File: src/sv/connection_rotation_lifecycle_fsm_top_assert.svh
// Assertion macros shared by the lifecycle block.
`ifndef CONNECTION_ROTATION_LIFECYCLE_FSM_TOP_ASSERT_SVH
`define CONNECTION_ROTATION_LIFECYCLE_FSM_TOP_ASSERT_SVH

// Same-cycle implication, off while in reset.
`define CRL_ASSERT_NOW(label, clk, rst_n, ante, cons, msg) \
  label: assert property (@(posedge clk) disable iff (!rst_n) (ante) |-> (cons)) \
    else $error(msg);

// Next-cycle implication, off while in reset.
`define CRL_ASSERT_NXT(label, clk, rst_n, ante, cons, msg) \
  label: assert property (@(posedge clk) disable iff (!rst_n) (ante) |=> (cons)) \
    else $error(msg);

`endif

File: src/sv/crl_pkg.sv
`default_nettype none

package crl_pkg;

  localparam int CRL_TIME_WIDTH = 64;
  localparam int CRL_ATT_WIDTH  = 32;
  localparam int CRL_CFG_AW     = 5;
  localparam int CRL_CFG_DW     = 64;
  localparam int CRL_IN_DW      = 240;
  localparam int CRL_IN_UW      = 3;
  localparam int CRL_OUT_DW     = 48;

  typedef enum logic [2:0] {
    PH_WARMUP   = 3'd0,
    PH_ELIGIBLE = 3'd1,
    PH_PENDING  = 3'd2,
    PH_DRAINING = 3'd3,
    PH_RETIRED  = 3'd4
  } phase_t;

  typedef enum logic [2:0] {
    EX_NONE     = 3'd0,
    EX_WARMUP   = 3'd1,
    EX_AUTH     = 3'd2,
    EX_SHUTDOWN = 3'd3,
    EX_BUDGET   = 3'd4,
    EX_CHURN    = 3'd5,
    EX_UNSAFE   = 3'd6
  } ex_t;

  typedef enum logic [2:0] {
    CMD_POLL     = 3'd0,
    CMD_REARM    = 3'd1,
    CMD_ELIGIBLE = 3'd2,
    CMD_SREADY   = 3'd3,
    CMD_SFAIL    = 3'd4
  } cmd_t;

  // register word index (paddr[4:3])
  typedef enum logic [1:0] {
    REG_ENABLE  = 2'd0,
    REG_CEILING = 2'd1,
    REG_OVERLAP = 2'd2
  } reg_idx_t;

  typedef struct packed {
    logic        rotation_enable;
    logic [63:0] age_limit_ms;
    logic [31:0] drain_limit_ms;
  } crl_cfg_t;

  typedef struct packed {
    logic [2:0]  command;
    logic [63:0] now_ms;
    logic [63:0] opened_at;
    logic [63:0] rotate_after;
    logic [31:0] backoff_ms;
    logic [2:0]  failure_reason;
    logic        inflight;
    logic        auth_busy;
    logic        shutdown_req;
    logic        budget_ok;
    logic        churn_ok;
    logic        unsafe_point;
  } crl_item_t;

  typedef struct packed {
    logic        open_successor;
    logic        route_to_successor;
    logic        retire_conn;
    logic        over_age;
    logic        accepted;
    phase_t      phase;
    ex_t         exemption;
    logic [31:0] attempts;
  } crl_res_t;

endpackage

`default_nettype wire

File: src/sv/crl_cfg.sv
`default_nettype none

module crl_cfg
  import crl_pkg::*;
(
  input  wire logic                  clk,
  input  wire logic                  rst_n,
  input  wire logic                  psel,
  input  wire logic                  penable,
  input  wire logic                  pwrite,
  input  wire logic [CRL_CFG_AW-1:0] paddr,
  input  wire logic [CRL_CFG_DW-1:0] pwdata,
  output logic      [CRL_CFG_DW-1:0] prdata,
  output crl_cfg_t                   cfg_o
);

  crl_cfg_t regs_r, regs_nxt;
  reg_idx_t idx;
  logic     wr_en;

  assign idx   = reg_idx_t'(paddr[CRL_CFG_AW-1:CRL_CFG_AW-2]);
  assign wr_en = psel && penable && pwrite;

  always_comb begin
    regs_nxt = regs_r;
    if (wr_en) begin
      case (idx)
        REG_ENABLE:  regs_nxt.rotation_enable = pwdata[0];
        REG_CEILING: regs_nxt.age_limit_ms    = pwdata;
        REG_OVERLAP: regs_nxt.drain_limit_ms  = pwdata[31:0];
        default:     regs_nxt = regs_r;
      endcase
    end
  end

  always_ff @(posedge clk) begin
    if (!rst_n) begin
      regs_r <= '0;
    end else begin
      regs_r <= regs_nxt;
    end
  end

  always_comb begin
    case (idx)
      REG_ENABLE:  prdata = {63'd0, regs_r.rotation_enable};
      REG_CEILING: prdata = regs_r.age_limit_ms;
      REG_OVERLAP: prdata = {32'd0, regs_r.drain_limit_ms};
      default:     prdata = '0;
    endcase
  end

  assign cfg_o = regs_r;

endmodule

`default_nettype wire

File: src/sv/crl_core.sv
`default_nettype none

`include "connection_rotation_lifecycle_fsm_top_assert.svh"

module crl_core
  import crl_pkg::*;
#(
  parameter int TIME_WIDTH = CRL_TIME_WIDTH
) (
  input  wire logic      clk,
  input  wire logic      rst_n,
  input  wire logic      step_i,
  input  wire crl_item_t item_i,
  input  wire crl_cfg_t  cfg_i,
  output crl_res_t       res_o
);

  localparam int TW = TIME_WIDTH;
  localparam logic [CRL_ATT_WIDTH-1:0] ATT_MAX = '1;

  phase_t                   phase_r, phase_nxt;
  ex_t                      ex_r, ex_nxt;
  logic [TW-1:0]            open_r, open_nxt;
  logic [TW-1:0]            rotate_r, rotate_nxt;
  logic [TW-1:0]            drain_r, drain_nxt;
  logic [TW-1:0]            retry_r, retry_nxt;
  logic [CRL_ATT_WIDTH-1:0] attempt_r, attempt_nxt;
  logic                     succ_r, succ_nxt;
  logic                     cut_r, cut_nxt;

  cmd_t          cmd;
  logic [TW-1:0] now_t;
  logic          poll_live;
  logic          elig_due;
  logic          pend;
  ex_t           supp;
  ex_t           fail_ex;
  logic [TW:0]   retry_sum;
  logic [TW-1:0] retry_sat;
  logic [TW:0]   ovl_sum;
  logic [TW-1:0] ovl_lim;
  logic          ovl_expired;
  logic [64:0]   ceil_sum;
  logic          ceil_hit;
  logic          retire;

  assign cmd   = cmd_t'(item_i.command);
  assign now_t = item_i.now_ms[TW-1:0];

  assign poll_live = cfg_i.rotation_enable && (phase_r != PH_RETIRED);
  assign elig_due  = (phase_r == PH_ELIGIBLE) && (rotate_r != '0) && (now_t >= rotate_r);
  assign pend      = (phase_r == PH_PENDING) || elig_due;

  // suppression reasons, highest priority first
  always_comb begin
    if (item_i.auth_busy)          supp = EX_AUTH;
    else if (item_i.shutdown_req)  supp = EX_SHUTDOWN;
    else if (!item_i.budget_ok)    supp = EX_BUDGET;
    else if (!item_i.churn_ok)     supp = EX_CHURN;
    else if (item_i.unsafe_point)  supp = EX_UNSAFE;
    else                           supp = EX_NONE;
  end

  assign fail_ex = (item_i.failure_reason > EX_UNSAFE) ? EX_UNSAFE
                                                       : ex_t'(item_i.failure_reason);

  assign retry_sum = {1'b0, now_t} + {{(TW + 1 - 32){1'b0}}, item_i.backoff_ms};
  assign retry_sat = retry_sum[TW] ? '1 : retry_sum[TW-1:0];

  assign ovl_sum     = {1'b0, drain_r} + {{(TW + 1 - 32){1'b0}}, cfg_i.drain_limit_ms};
  assign ovl_lim     = ovl_sum[TW] ? '1 : ovl_sum[TW-1:0];
  assign ovl_expired = (cfg_i.drain_limit_ms != '0) && (now_t >= ovl_lim);

  // a ceiling that runs past the time range counts as reached
  assign ceil_sum = {1'b0, cfg_i.age_limit_ms} + {{(65 - TW){1'b0}}, open_r};
  assign ceil_hit = (cfg_i.age_limit_ms != '0)
                    && ((|ceil_sum[64:TW]) || (now_t >= ceil_sum[TW-1:0]));

  assign retire = (phase_r == PH_DRAINING) && (!item_i.inflight || ovl_expired);

  // next phase
  always_comb begin
    phase_nxt = phase_r;
    if (step_i) begin
      case (cmd)
        CMD_POLL: begin
          if (poll_live) begin
            if (elig_due)    phase_nxt = PH_PENDING;
            else if (retire) phase_nxt = PH_RETIRED;
          end
        end
        CMD_REARM:    phase_nxt = PH_WARMUP;
        CMD_ELIGIBLE: if (phase_r == PH_WARMUP) phase_nxt = PH_ELIGIBLE;
        CMD_SREADY:   if (succ_r && phase_r == PH_PENDING) phase_nxt = PH_DRAINING;
        default:      phase_nxt = phase_r;
      endcase
    end
  end

  // datapath state and decision flags
  always_comb begin
    ex_nxt      = ex_r;
    open_nxt    = open_r;
    rotate_nxt  = rotate_r;
    drain_nxt   = drain_r;
    retry_nxt   = retry_r;
    attempt_nxt = attempt_r;
    succ_nxt    = succ_r;
    cut_nxt     = cut_r;
    res_o       = '0;
    if (step_i) begin
      case (cmd)
        CMD_POLL: begin
          if (poll_live) begin
            if (phase_r == PH_WARMUP) begin
              ex_nxt = EX_WARMUP;
            end else if (pend) begin
              if (cut_r) begin
                res_o.route_to_successor = 1'b1;
                cut_nxt = 1'b0;
              end else if (supp != EX_NONE) begin
                ex_nxt = supp;
                res_o.over_age = ceil_hit;
              end else if (!succ_r && now_t >= retry_r) begin
                succ_nxt = 1'b1;
                if (attempt_r != ATT_MAX) attempt_nxt = attempt_r + 1'b1;
                ex_nxt = EX_NONE;
                res_o.open_successor = 1'b1;
              end
            end else if (phase_r == PH_DRAINING) begin
              if (cut_r) begin
                res_o.route_to_successor = 1'b1;
                cut_nxt = 1'b0;
              end
              if (retire) begin
                succ_nxt = 1'b0;
                res_o.retire_conn = 1'b1;
              end
            end
          end
        end
        CMD_REARM: begin
          ex_nxt      = EX_WARMUP;
          open_nxt    = item_i.opened_at[TW-1:0];
          rotate_nxt  = item_i.rotate_after[TW-1:0];
          drain_nxt   = '0;
          retry_nxt   = '0;
          attempt_nxt = '0;
          succ_nxt    = 1'b0;
          cut_nxt     = 1'b0;
        end
        CMD_ELIGIBLE: begin
          if (phase_r == PH_WARMUP) ex_nxt = EX_NONE;
        end
        CMD_SREADY: begin
          if (succ_r && phase_r == PH_PENDING) begin
            drain_nxt      = now_t;
            cut_nxt        = 1'b1;
            ex_nxt         = EX_NONE;
            res_o.accepted = 1'b1;
          end
        end
        CMD_SFAIL: begin
          if (phase_r == PH_PENDING) begin
            succ_nxt  = 1'b0;
            cut_nxt   = 1'b0;
            ex_nxt    = fail_ex;
            retry_nxt = retry_sat;
          end
        end
        default: ex_nxt = ex_r;
      endcase
    end
    res_o.phase     = phase_nxt;
    res_o.exemption = ex_nxt;
    res_o.attempts  = attempt_nxt;
  end

  always_ff @(posedge clk) begin
    if (!rst_n) begin
      phase_r   <= PH_WARMUP;
      ex_r      <= EX_WARMUP;
      open_r    <= '0;
      rotate_r  <= '0;
      drain_r   <= '0;
      retry_r   <= '0;
      attempt_r <= '0;
      succ_r    <= 1'b0;
      cut_r     <= 1'b0;
    end else begin
      phase_r   <= phase_nxt;
      ex_r      <= ex_nxt;
      open_r    <= open_nxt;
      rotate_r  <= rotate_nxt;
      drain_r   <= drain_nxt;
      retry_r   <= retry_nxt;
      attempt_r <= attempt_nxt;
      succ_r    <= succ_nxt;
      cut_r     <= cut_nxt;
    end
  end

  `CRL_ASSERT_NXT(a_att_mono, clk, rst_n, !(step_i && cmd == CMD_REARM), attempt_r >= $past(attempt_r), "attempt count went down without rearm")
  `CRL_ASSERT_NXT(a_retired_holds, clk, rst_n, phase_r == PH_RETIRED && !(step_i && cmd == CMD_REARM), phase_r == PH_RETIRED, "left retired without rearm")
  `CRL_ASSERT_NOW(a_cut_drain, clk, rst_n, cut_r, phase_r == PH_DRAINING, "cutover pending outside draining")
  `CRL_ASSERT_NOW(a_accept_drain, clk, rst_n, res_o.accepted, phase_nxt == PH_DRAINING && succ_r, "successor accepted without draining")

endmodule

`default_nettype wire

File: src/sv/connection_rotation_lifecycle_fsm_top.sv
// An accepted beat is held in the input stage, then registered into the result register that drives out_tvalid.
// Throughput: one beat per cycle; a stall holds both stages and in_tready drops once full.
// All decision logic sits between the input stage and the result register.
// Reset (rst_n low, synchronous): phase warmup, exemption warmup, times, attempts,
// flags and configuration registers cleared; both stages empty.
`default_nettype none

module connection_rotation_lifecycle_fsm_top
  import crl_pkg::*;
#(
  parameter int TIME_WIDTH = CRL_TIME_WIDTH
) (
  input  wire logic                  clk,
  input  wire logic                  rst_n,
  input  wire logic                  in_tvalid,
  output logic                       in_tready,
  // now_ms[63:0], opened_at[127:64], rotate_after[191:128], backoff_ms[223:192],
  // failure_reason[226:224], inflight[227], auth_busy[228], shutdown_req[229],
  // budget_ok[230], churn_ok[231], unsafe_point[232], zero pad above
  input  wire logic [CRL_IN_DW-1:0]  in_tdata,
  // command[2:0]
  input  wire logic [CRL_IN_UW-1:0]  in_tuser,
  output logic                       out_tvalid,
  input  wire logic                  out_tready,
  // open_successor[0], route_to_successor[1], retire_conn[2], over_age[3],
  // accepted[4], phase[7:5], exemption[10:8], attempts[42:11], zero pad above
  output logic      [CRL_OUT_DW-1:0] out_tdata,
  input  wire logic                  cfg_psel,
  input  wire logic                  cfg_penable,
  input  wire logic                  cfg_pwrite,
  input  wire logic [CRL_CFG_AW-1:0] cfg_paddr,
  input  wire logic [CRL_CFG_DW-1:0] cfg_pwdata,
  output logic      [CRL_CFG_DW-1:0] cfg_prdata,
  output logic                       cfg_pready
);

  crl_cfg_t  cfg;
  crl_item_t in_item, item_r;
  crl_res_t  res, res_r;
  logic      in_valid_r, in_valid_nxt;
  logic      out_valid_r, out_valid_nxt;
  logic      adv, step, in_fire;

  assign cfg_pready = 1'b1;

  crl_cfg u_cfg (
    .clk     (clk),
    .rst_n   (rst_n),
    .psel    (cfg_psel),
    .penable (cfg_penable),
    .pwrite  (cfg_pwrite),
    .paddr   (cfg_paddr),
    .pwdata  (cfg_pwdata),
    .prdata  (cfg_prdata),
    .cfg_o   (cfg)
  );

  always_comb begin
    in_item.command        = in_tuser;
    in_item.now_ms         = in_tdata[63:0];
    in_item.opened_at      = in_tdata[127:64];
    in_item.rotate_after   = in_tdata[191:128];
    in_item.backoff_ms     = in_tdata[223:192];
    in_item.failure_reason = in_tdata[226:224];
    in_item.inflight       = in_tdata[227];
    in_item.auth_busy      = in_tdata[228];
    in_item.shutdown_req   = in_tdata[229];
    in_item.budget_ok      = in_tdata[230];
    in_item.churn_ok       = in_tdata[231];
    in_item.unsafe_point   = in_tdata[232];
  end

  // input stage drains into the result register whenever that can take a beat
  assign adv       = !out_valid_r || out_tready;
  assign step      = in_valid_r && adv;
  assign in_tready = !in_valid_r || adv;
  assign in_fire   = in_tvalid && in_tready;

  assign in_valid_nxt  = in_fire ? 1'b1 : (step ? 1'b0 : in_valid_r);
  assign out_valid_nxt = step ? 1'b1 : (out_tready ? 1'b0 : out_valid_r);

  crl_core #(
    .TIME_WIDTH (TIME_WIDTH)
  ) u_core (
    .clk    (clk),
    .rst_n  (rst_n),
    .step_i (step),
    .item_i (item_r),
    .cfg_i  (cfg),
    .res_o  (res)
  );

  always_ff @(posedge clk) begin
    if (!rst_n) begin
      in_valid_r  <= 1'b0;
      out_valid_r <= 1'b0;
    end else begin
      in_valid_r  <= in_valid_nxt;
      out_valid_r <= out_valid_nxt;
    end
  end

  always_ff @(posedge clk) begin
    if (in_fire) item_r <= in_item;
    if (step)    res_r  <= res;
  end

  assign out_tvalid = out_valid_r;
  assign out_tdata  = {5'd0, res_r.attempts, res_r.exemption, res_r.phase, res_r.accepted,
                       res_r.over_age, res_r.retire_conn, res_r.route_to_successor,
                       res_r.open_successor};

endmodule

`default_nettype wire
File: config.mk
export PLATFORM = sky130hd
export DESIGN_NAME = connection_rotation_lifecycle_fsm_top
export DESIGN_NICKNAME = d
export VERILOG_FILES = /design/src/sv/crl_pkg.sv /design/src/sv/crl_cfg.sv /design/src/sv/crl_core.sv /design/src/sv/connection_rotation_lifecycle_fsm_top.sv
export VERILOG_INCLUDE_DIRS = /design/src /design/src/sv
export SDC_FILE = /design/constraint.sdc
export NUM_CORES = 2
export LEC_CHECK = 0
export BUFFER_PORTS_ARGS = -buffer_cell sky130_fd_sc_hd__buf_2
export CAP_MARGIN = 20
export CORE_MARGIN = 4
export CORE_UTILIZATION = 25
export CTS_BUF_LIST = sky130_fd_sc_hd__clkbuf_8
export DETAILED_ROUTE_END_ITERATION = 8
export PLACE_DENSITY = 0.52
export SETUP_SLACK_MARGIN = 0.4
export SLEW_MARGIN = 20
export SYNTH_ARGS = -nofsm -noshare
export SYNTH_HDL_FRONTEND = slang
export SYNTH_SLANG_ARGS = --single-unit
File: constraint.sdc
create_clock -name clk -period 9 [get_ports clk]
set_input_delay 0.9 -clock clk [delete_from_list [all_inputs] [get_ports clk]]
set_output_delay 0.9 -clock clk [all_outputs]
set_load 0.02 [all_outputs]
==> summary.txt <==
Port Buf Inserts: 417
mux cell area share after synthesis: 0.839%
post-synthesis compound-gate area fraction: 19.5%
Tcrit/Tclk final: 73.1%
number of flops mapped to enable cells by yosys: 279
Initial Util: 25.3%
fraction of registers with async set/reset: 0%
Post-DRT Antenna Nets: 0
Distinct cells, synth: 88
actual slew at the worst max-slew pin: 1.18 ns
layout cell share with drive strength beyond 1: 14.0%
# resized after CTS: 0
Starting DRT DRC Count: 2,584
Clock Sink Count: 674
core box area: 157,000 µm²
Clock Tree Buf Depth: 3
hold path depth: 1
Post-Synth Simple-Gate Area: 19.1%
worst r2r src: u_cfg.cfg_o[0]$_SDFFE_PN0P_
CTS Buf Count: 134
Worst path max stage delay: 0.76 ns
Max FO, Critical Path: 18
Die Span Y: 406 µm
Final Hold Violating Endpoints: 0
R2R Setup Slk: 2.42 ns
Max Cap Viol: 0
CP arrival: 7.37 ns
unrepaired setup endpoints after global routing: false
Hold Path End: item_r[167]$_DFFE_PP_
Post-Synth XOR/XNOR Area: 3.13%
critical path type: reg2reg
Post CTS Setup Buffer Count: 0
fin nets: 5,649
outcome: complete, no violations
post-synthesis sequential area ratio: 41.0%
delay-heaviest family, CP: compound AO/OA/AOI/OAI gates
pwr/cell area: 156 nW/µm²
largest net degree at the start of global routing: 176
Critical-path top delay cell: a221oi_1
Finished Core Util: 29.8%
adder-cell share of the synthesized area: 12.3%
Required @ worst endpoint: 9.78 ns
H-tree levels: 4
Worst Hold Launch: in_tdata[126]
max frequency: 0.152 GHz
Yosys top cell area share: 21.1%
vias per inst: 5.01
Peak VDD IR: 0.138 mV
Post-Syn Area: 39,700 µm²
Syn Area/Cell: 8.73 µm²
largest family of logic cells by synthesized area: compound AO/OA/AOI/OAI gates
Hold Crit Class: in2reg
count leader, synth: nand2_1
die area: 165,000 µm²
initial antenna violation count: 23
width of the die: 406 µm
Static Leak: 18.0 nW
RD Place Congestion: 0.888
FF-to-FF path depth: 22
CTS root buffer: clkbuf_8
row count: 145
drt wl/cell: 21.0 µm
CP endpoint kind: register
register bit count reported by yosys: 674
CP Cell Sequence: ha_1 > fa_1 > a21o_1 > a21oi_1 > o21ai_0 > a31oi_1 > a211oi_1 > nor3b_2 > buf_4 > a2111o_1 > nand2_1 > o31ai_1 > ha_1 > a21oi_1 > o21ai_0 > a211oi_1 > o21ai_0 > a221oi_1 > a211oi_1 > a211o_1 > nand3_1 > and2_1
Tot GR Track Use: 17.7%
IO Pins: 434
WP buf/inv: 1
worst setup skew after layout: 0.0486 ns
Setup violations, final: 0
vias in the first global route: 34,664
DRC: 0
Most used DFF post-synth: dfxtp_1
Clock transition at path regs: 0.07 ns
Worst-Skew Late Latency: 0.87 ns
reg2reg end: u_core.phase_r[0]$_SDFF_PN0_
setup TNS: 0 ns
grt ovf: 0
top post-synthesis cells by count: nand2_1, a21oi_1, dfxtp_1
filler instances: 16,699
top post-synthesis cells by area: edfxtp_1, dfxtp_1, ha_1
first-pass GRT wire length: 220,000 µm
final WL: 149,000 µm
CTS tree: done
hpwl dp: 113,000 µm
Startpoint Class: register
area grow syn2layout: 17.8%
drt pass-1 iters: 5
fin. max-slew vios: 0
Yosys top cell by area: edfxtp_1
Yosys warning total: 0
Syn Inst Count: 4,548
DR vias: 35,663
hold-fix buffers at CTS: 0
Max-slew headroom: 21.2%
Final min period: 6.58 ns
## area by class of cell
type                       count  area [µm²]  area share [%]
antenna                       18        45.0          0.0963
multi-input combinational   3462       21900            46.8
clock buffer                 150        2060            4.41
inverter                     205         777            1.66
timing repair buffer         465        2470            5.29
sequential                   674       16300            34.8
clock inverter                92         637            1.36
tap                         2058        2570            5.51
## metrics by stage
stage | hold slack, ns | total power [W] | instance area [µm²] | instances | worst slack (ns)
floorplan | 0.416 | 0.00382 | 39700 | 4552 | 1.82
global placement | 0.427 | 0.00413 | 44000 | 6864 | 2.44
detailed placement | 0.433 | 0.00414 | 44000 | 6864 | 2.40
CTS | 0.0639 | 0.00745 | 46700 | 7106 | 2.36
global route | 0.0845 | 0.00767 | 46700 | 7117 | 1.84
finish | 0.201 | 0.00731 | 46800 | 7124 | 2.42
## power breakdown
part           internal, W  leakage, nW  total, W  switching (W)
combinational     0.000253         10.6  0.000681       0.000428
sequential         0.00328         5.89   0.00339       0.000114
clock              0.00174         1.55   0.00324        0.00149
## worst max path at each step
stage	startpoint	to	slack (ns)	depth (start not counted)
global placement	u_cfg.cfg_o[0]$_SDFFE_PN0P_	u_core.phase_r[0]$_SDFF_PN0_	2.44	22
CTS	u_cfg.cfg_o[0]$_SDFFE_PN0P_	u_core.phase_r[0]$_SDFF_PN0_	2.36	22
detailed placement	u_cfg.cfg_o[0]$_SDFFE_PN0P_	u_core.phase_r[0]$_SDFF_PN0_	2.40	22
floorplan	out_tready	item_r[0]$_DFFE_PP_	1.82	3
finish	u_cfg.cfg_o[0]$_SDFFE_PN0P_	u_core.phase_r[0]$_SDFF_PN0_	2.42	22
global route	u_cfg.cfg_o[0]$_SDFFE_PN0P_	u_core.phase_r[0]$_SDFF_PN0_	1.84	22
## placed cells by master (no fill, tap or decap), types with 158 or more instances in the layout
cell type and n:
nand3_1 158, inv_1 245, edfxtp_1 279, buf_2 417, dfxtp_1 395, ha_1 385
nor2_1 211, o21ai_0 176, a21oi_1 595, nand2_1 781
## per-layer routing
metal,wire [µm],up-vias,GRT usage [%]
met5,94,-,0
li1,-,17355,-
met4,6080,14,7.52
met2,65100,1013,27.2
met3,8870,262,3.37
met1,69300,17019,24.1
## worst reg2reg max path, stage by stage, from the launching register on
cell,delay [ns]
dfxtp_1,0.43
ha_1,0.31
fa_1,0.41
a21o_1,0.17
a21oi_1,0.27
o21ai_0,0.16
a31oi_1,0.49
a211oi_1,0.24
nor3b_2,0.21
buf_4,0.22
a2111o_1,0.66
nand2_1,0.13
o31ai_1,0.26
ha_1,0.32
a21oi_1,0.14
o21ai_0,0.09
a211oi_1,0.22
o21ai_0,0.14
a221oi_1,0.76
a211oi_1,0.31
a211o_1,0.35
nand3_1,0.09
and2_1,0.13
## registers in the layout, summed over array words and instances, names as in the netlist, 32 cells and up
signal	count
u_core.attempt_r	32
out_tdata	43
item_r	236
u_core.rotate_r	64
u_cfg.cfg_o	97
u_core.open_r	64
u_core.drain_r	64
u_core.retry_r	64
## cells by family after synthesis
| kind of cell | Yosys count |
|---|---|
| AOI/OAI and AO/OA | 1260 |
| and+or+nand+nor | 1633 |
| DFF | 674 |
| other | 2 |
| muxes | 33 |
| xor gates and xnor gates | 142 |
| buffers and inverters | 416 |
| adders and majority gates | 388 |
Note: power is estimated with default switching activity, not from simulation.
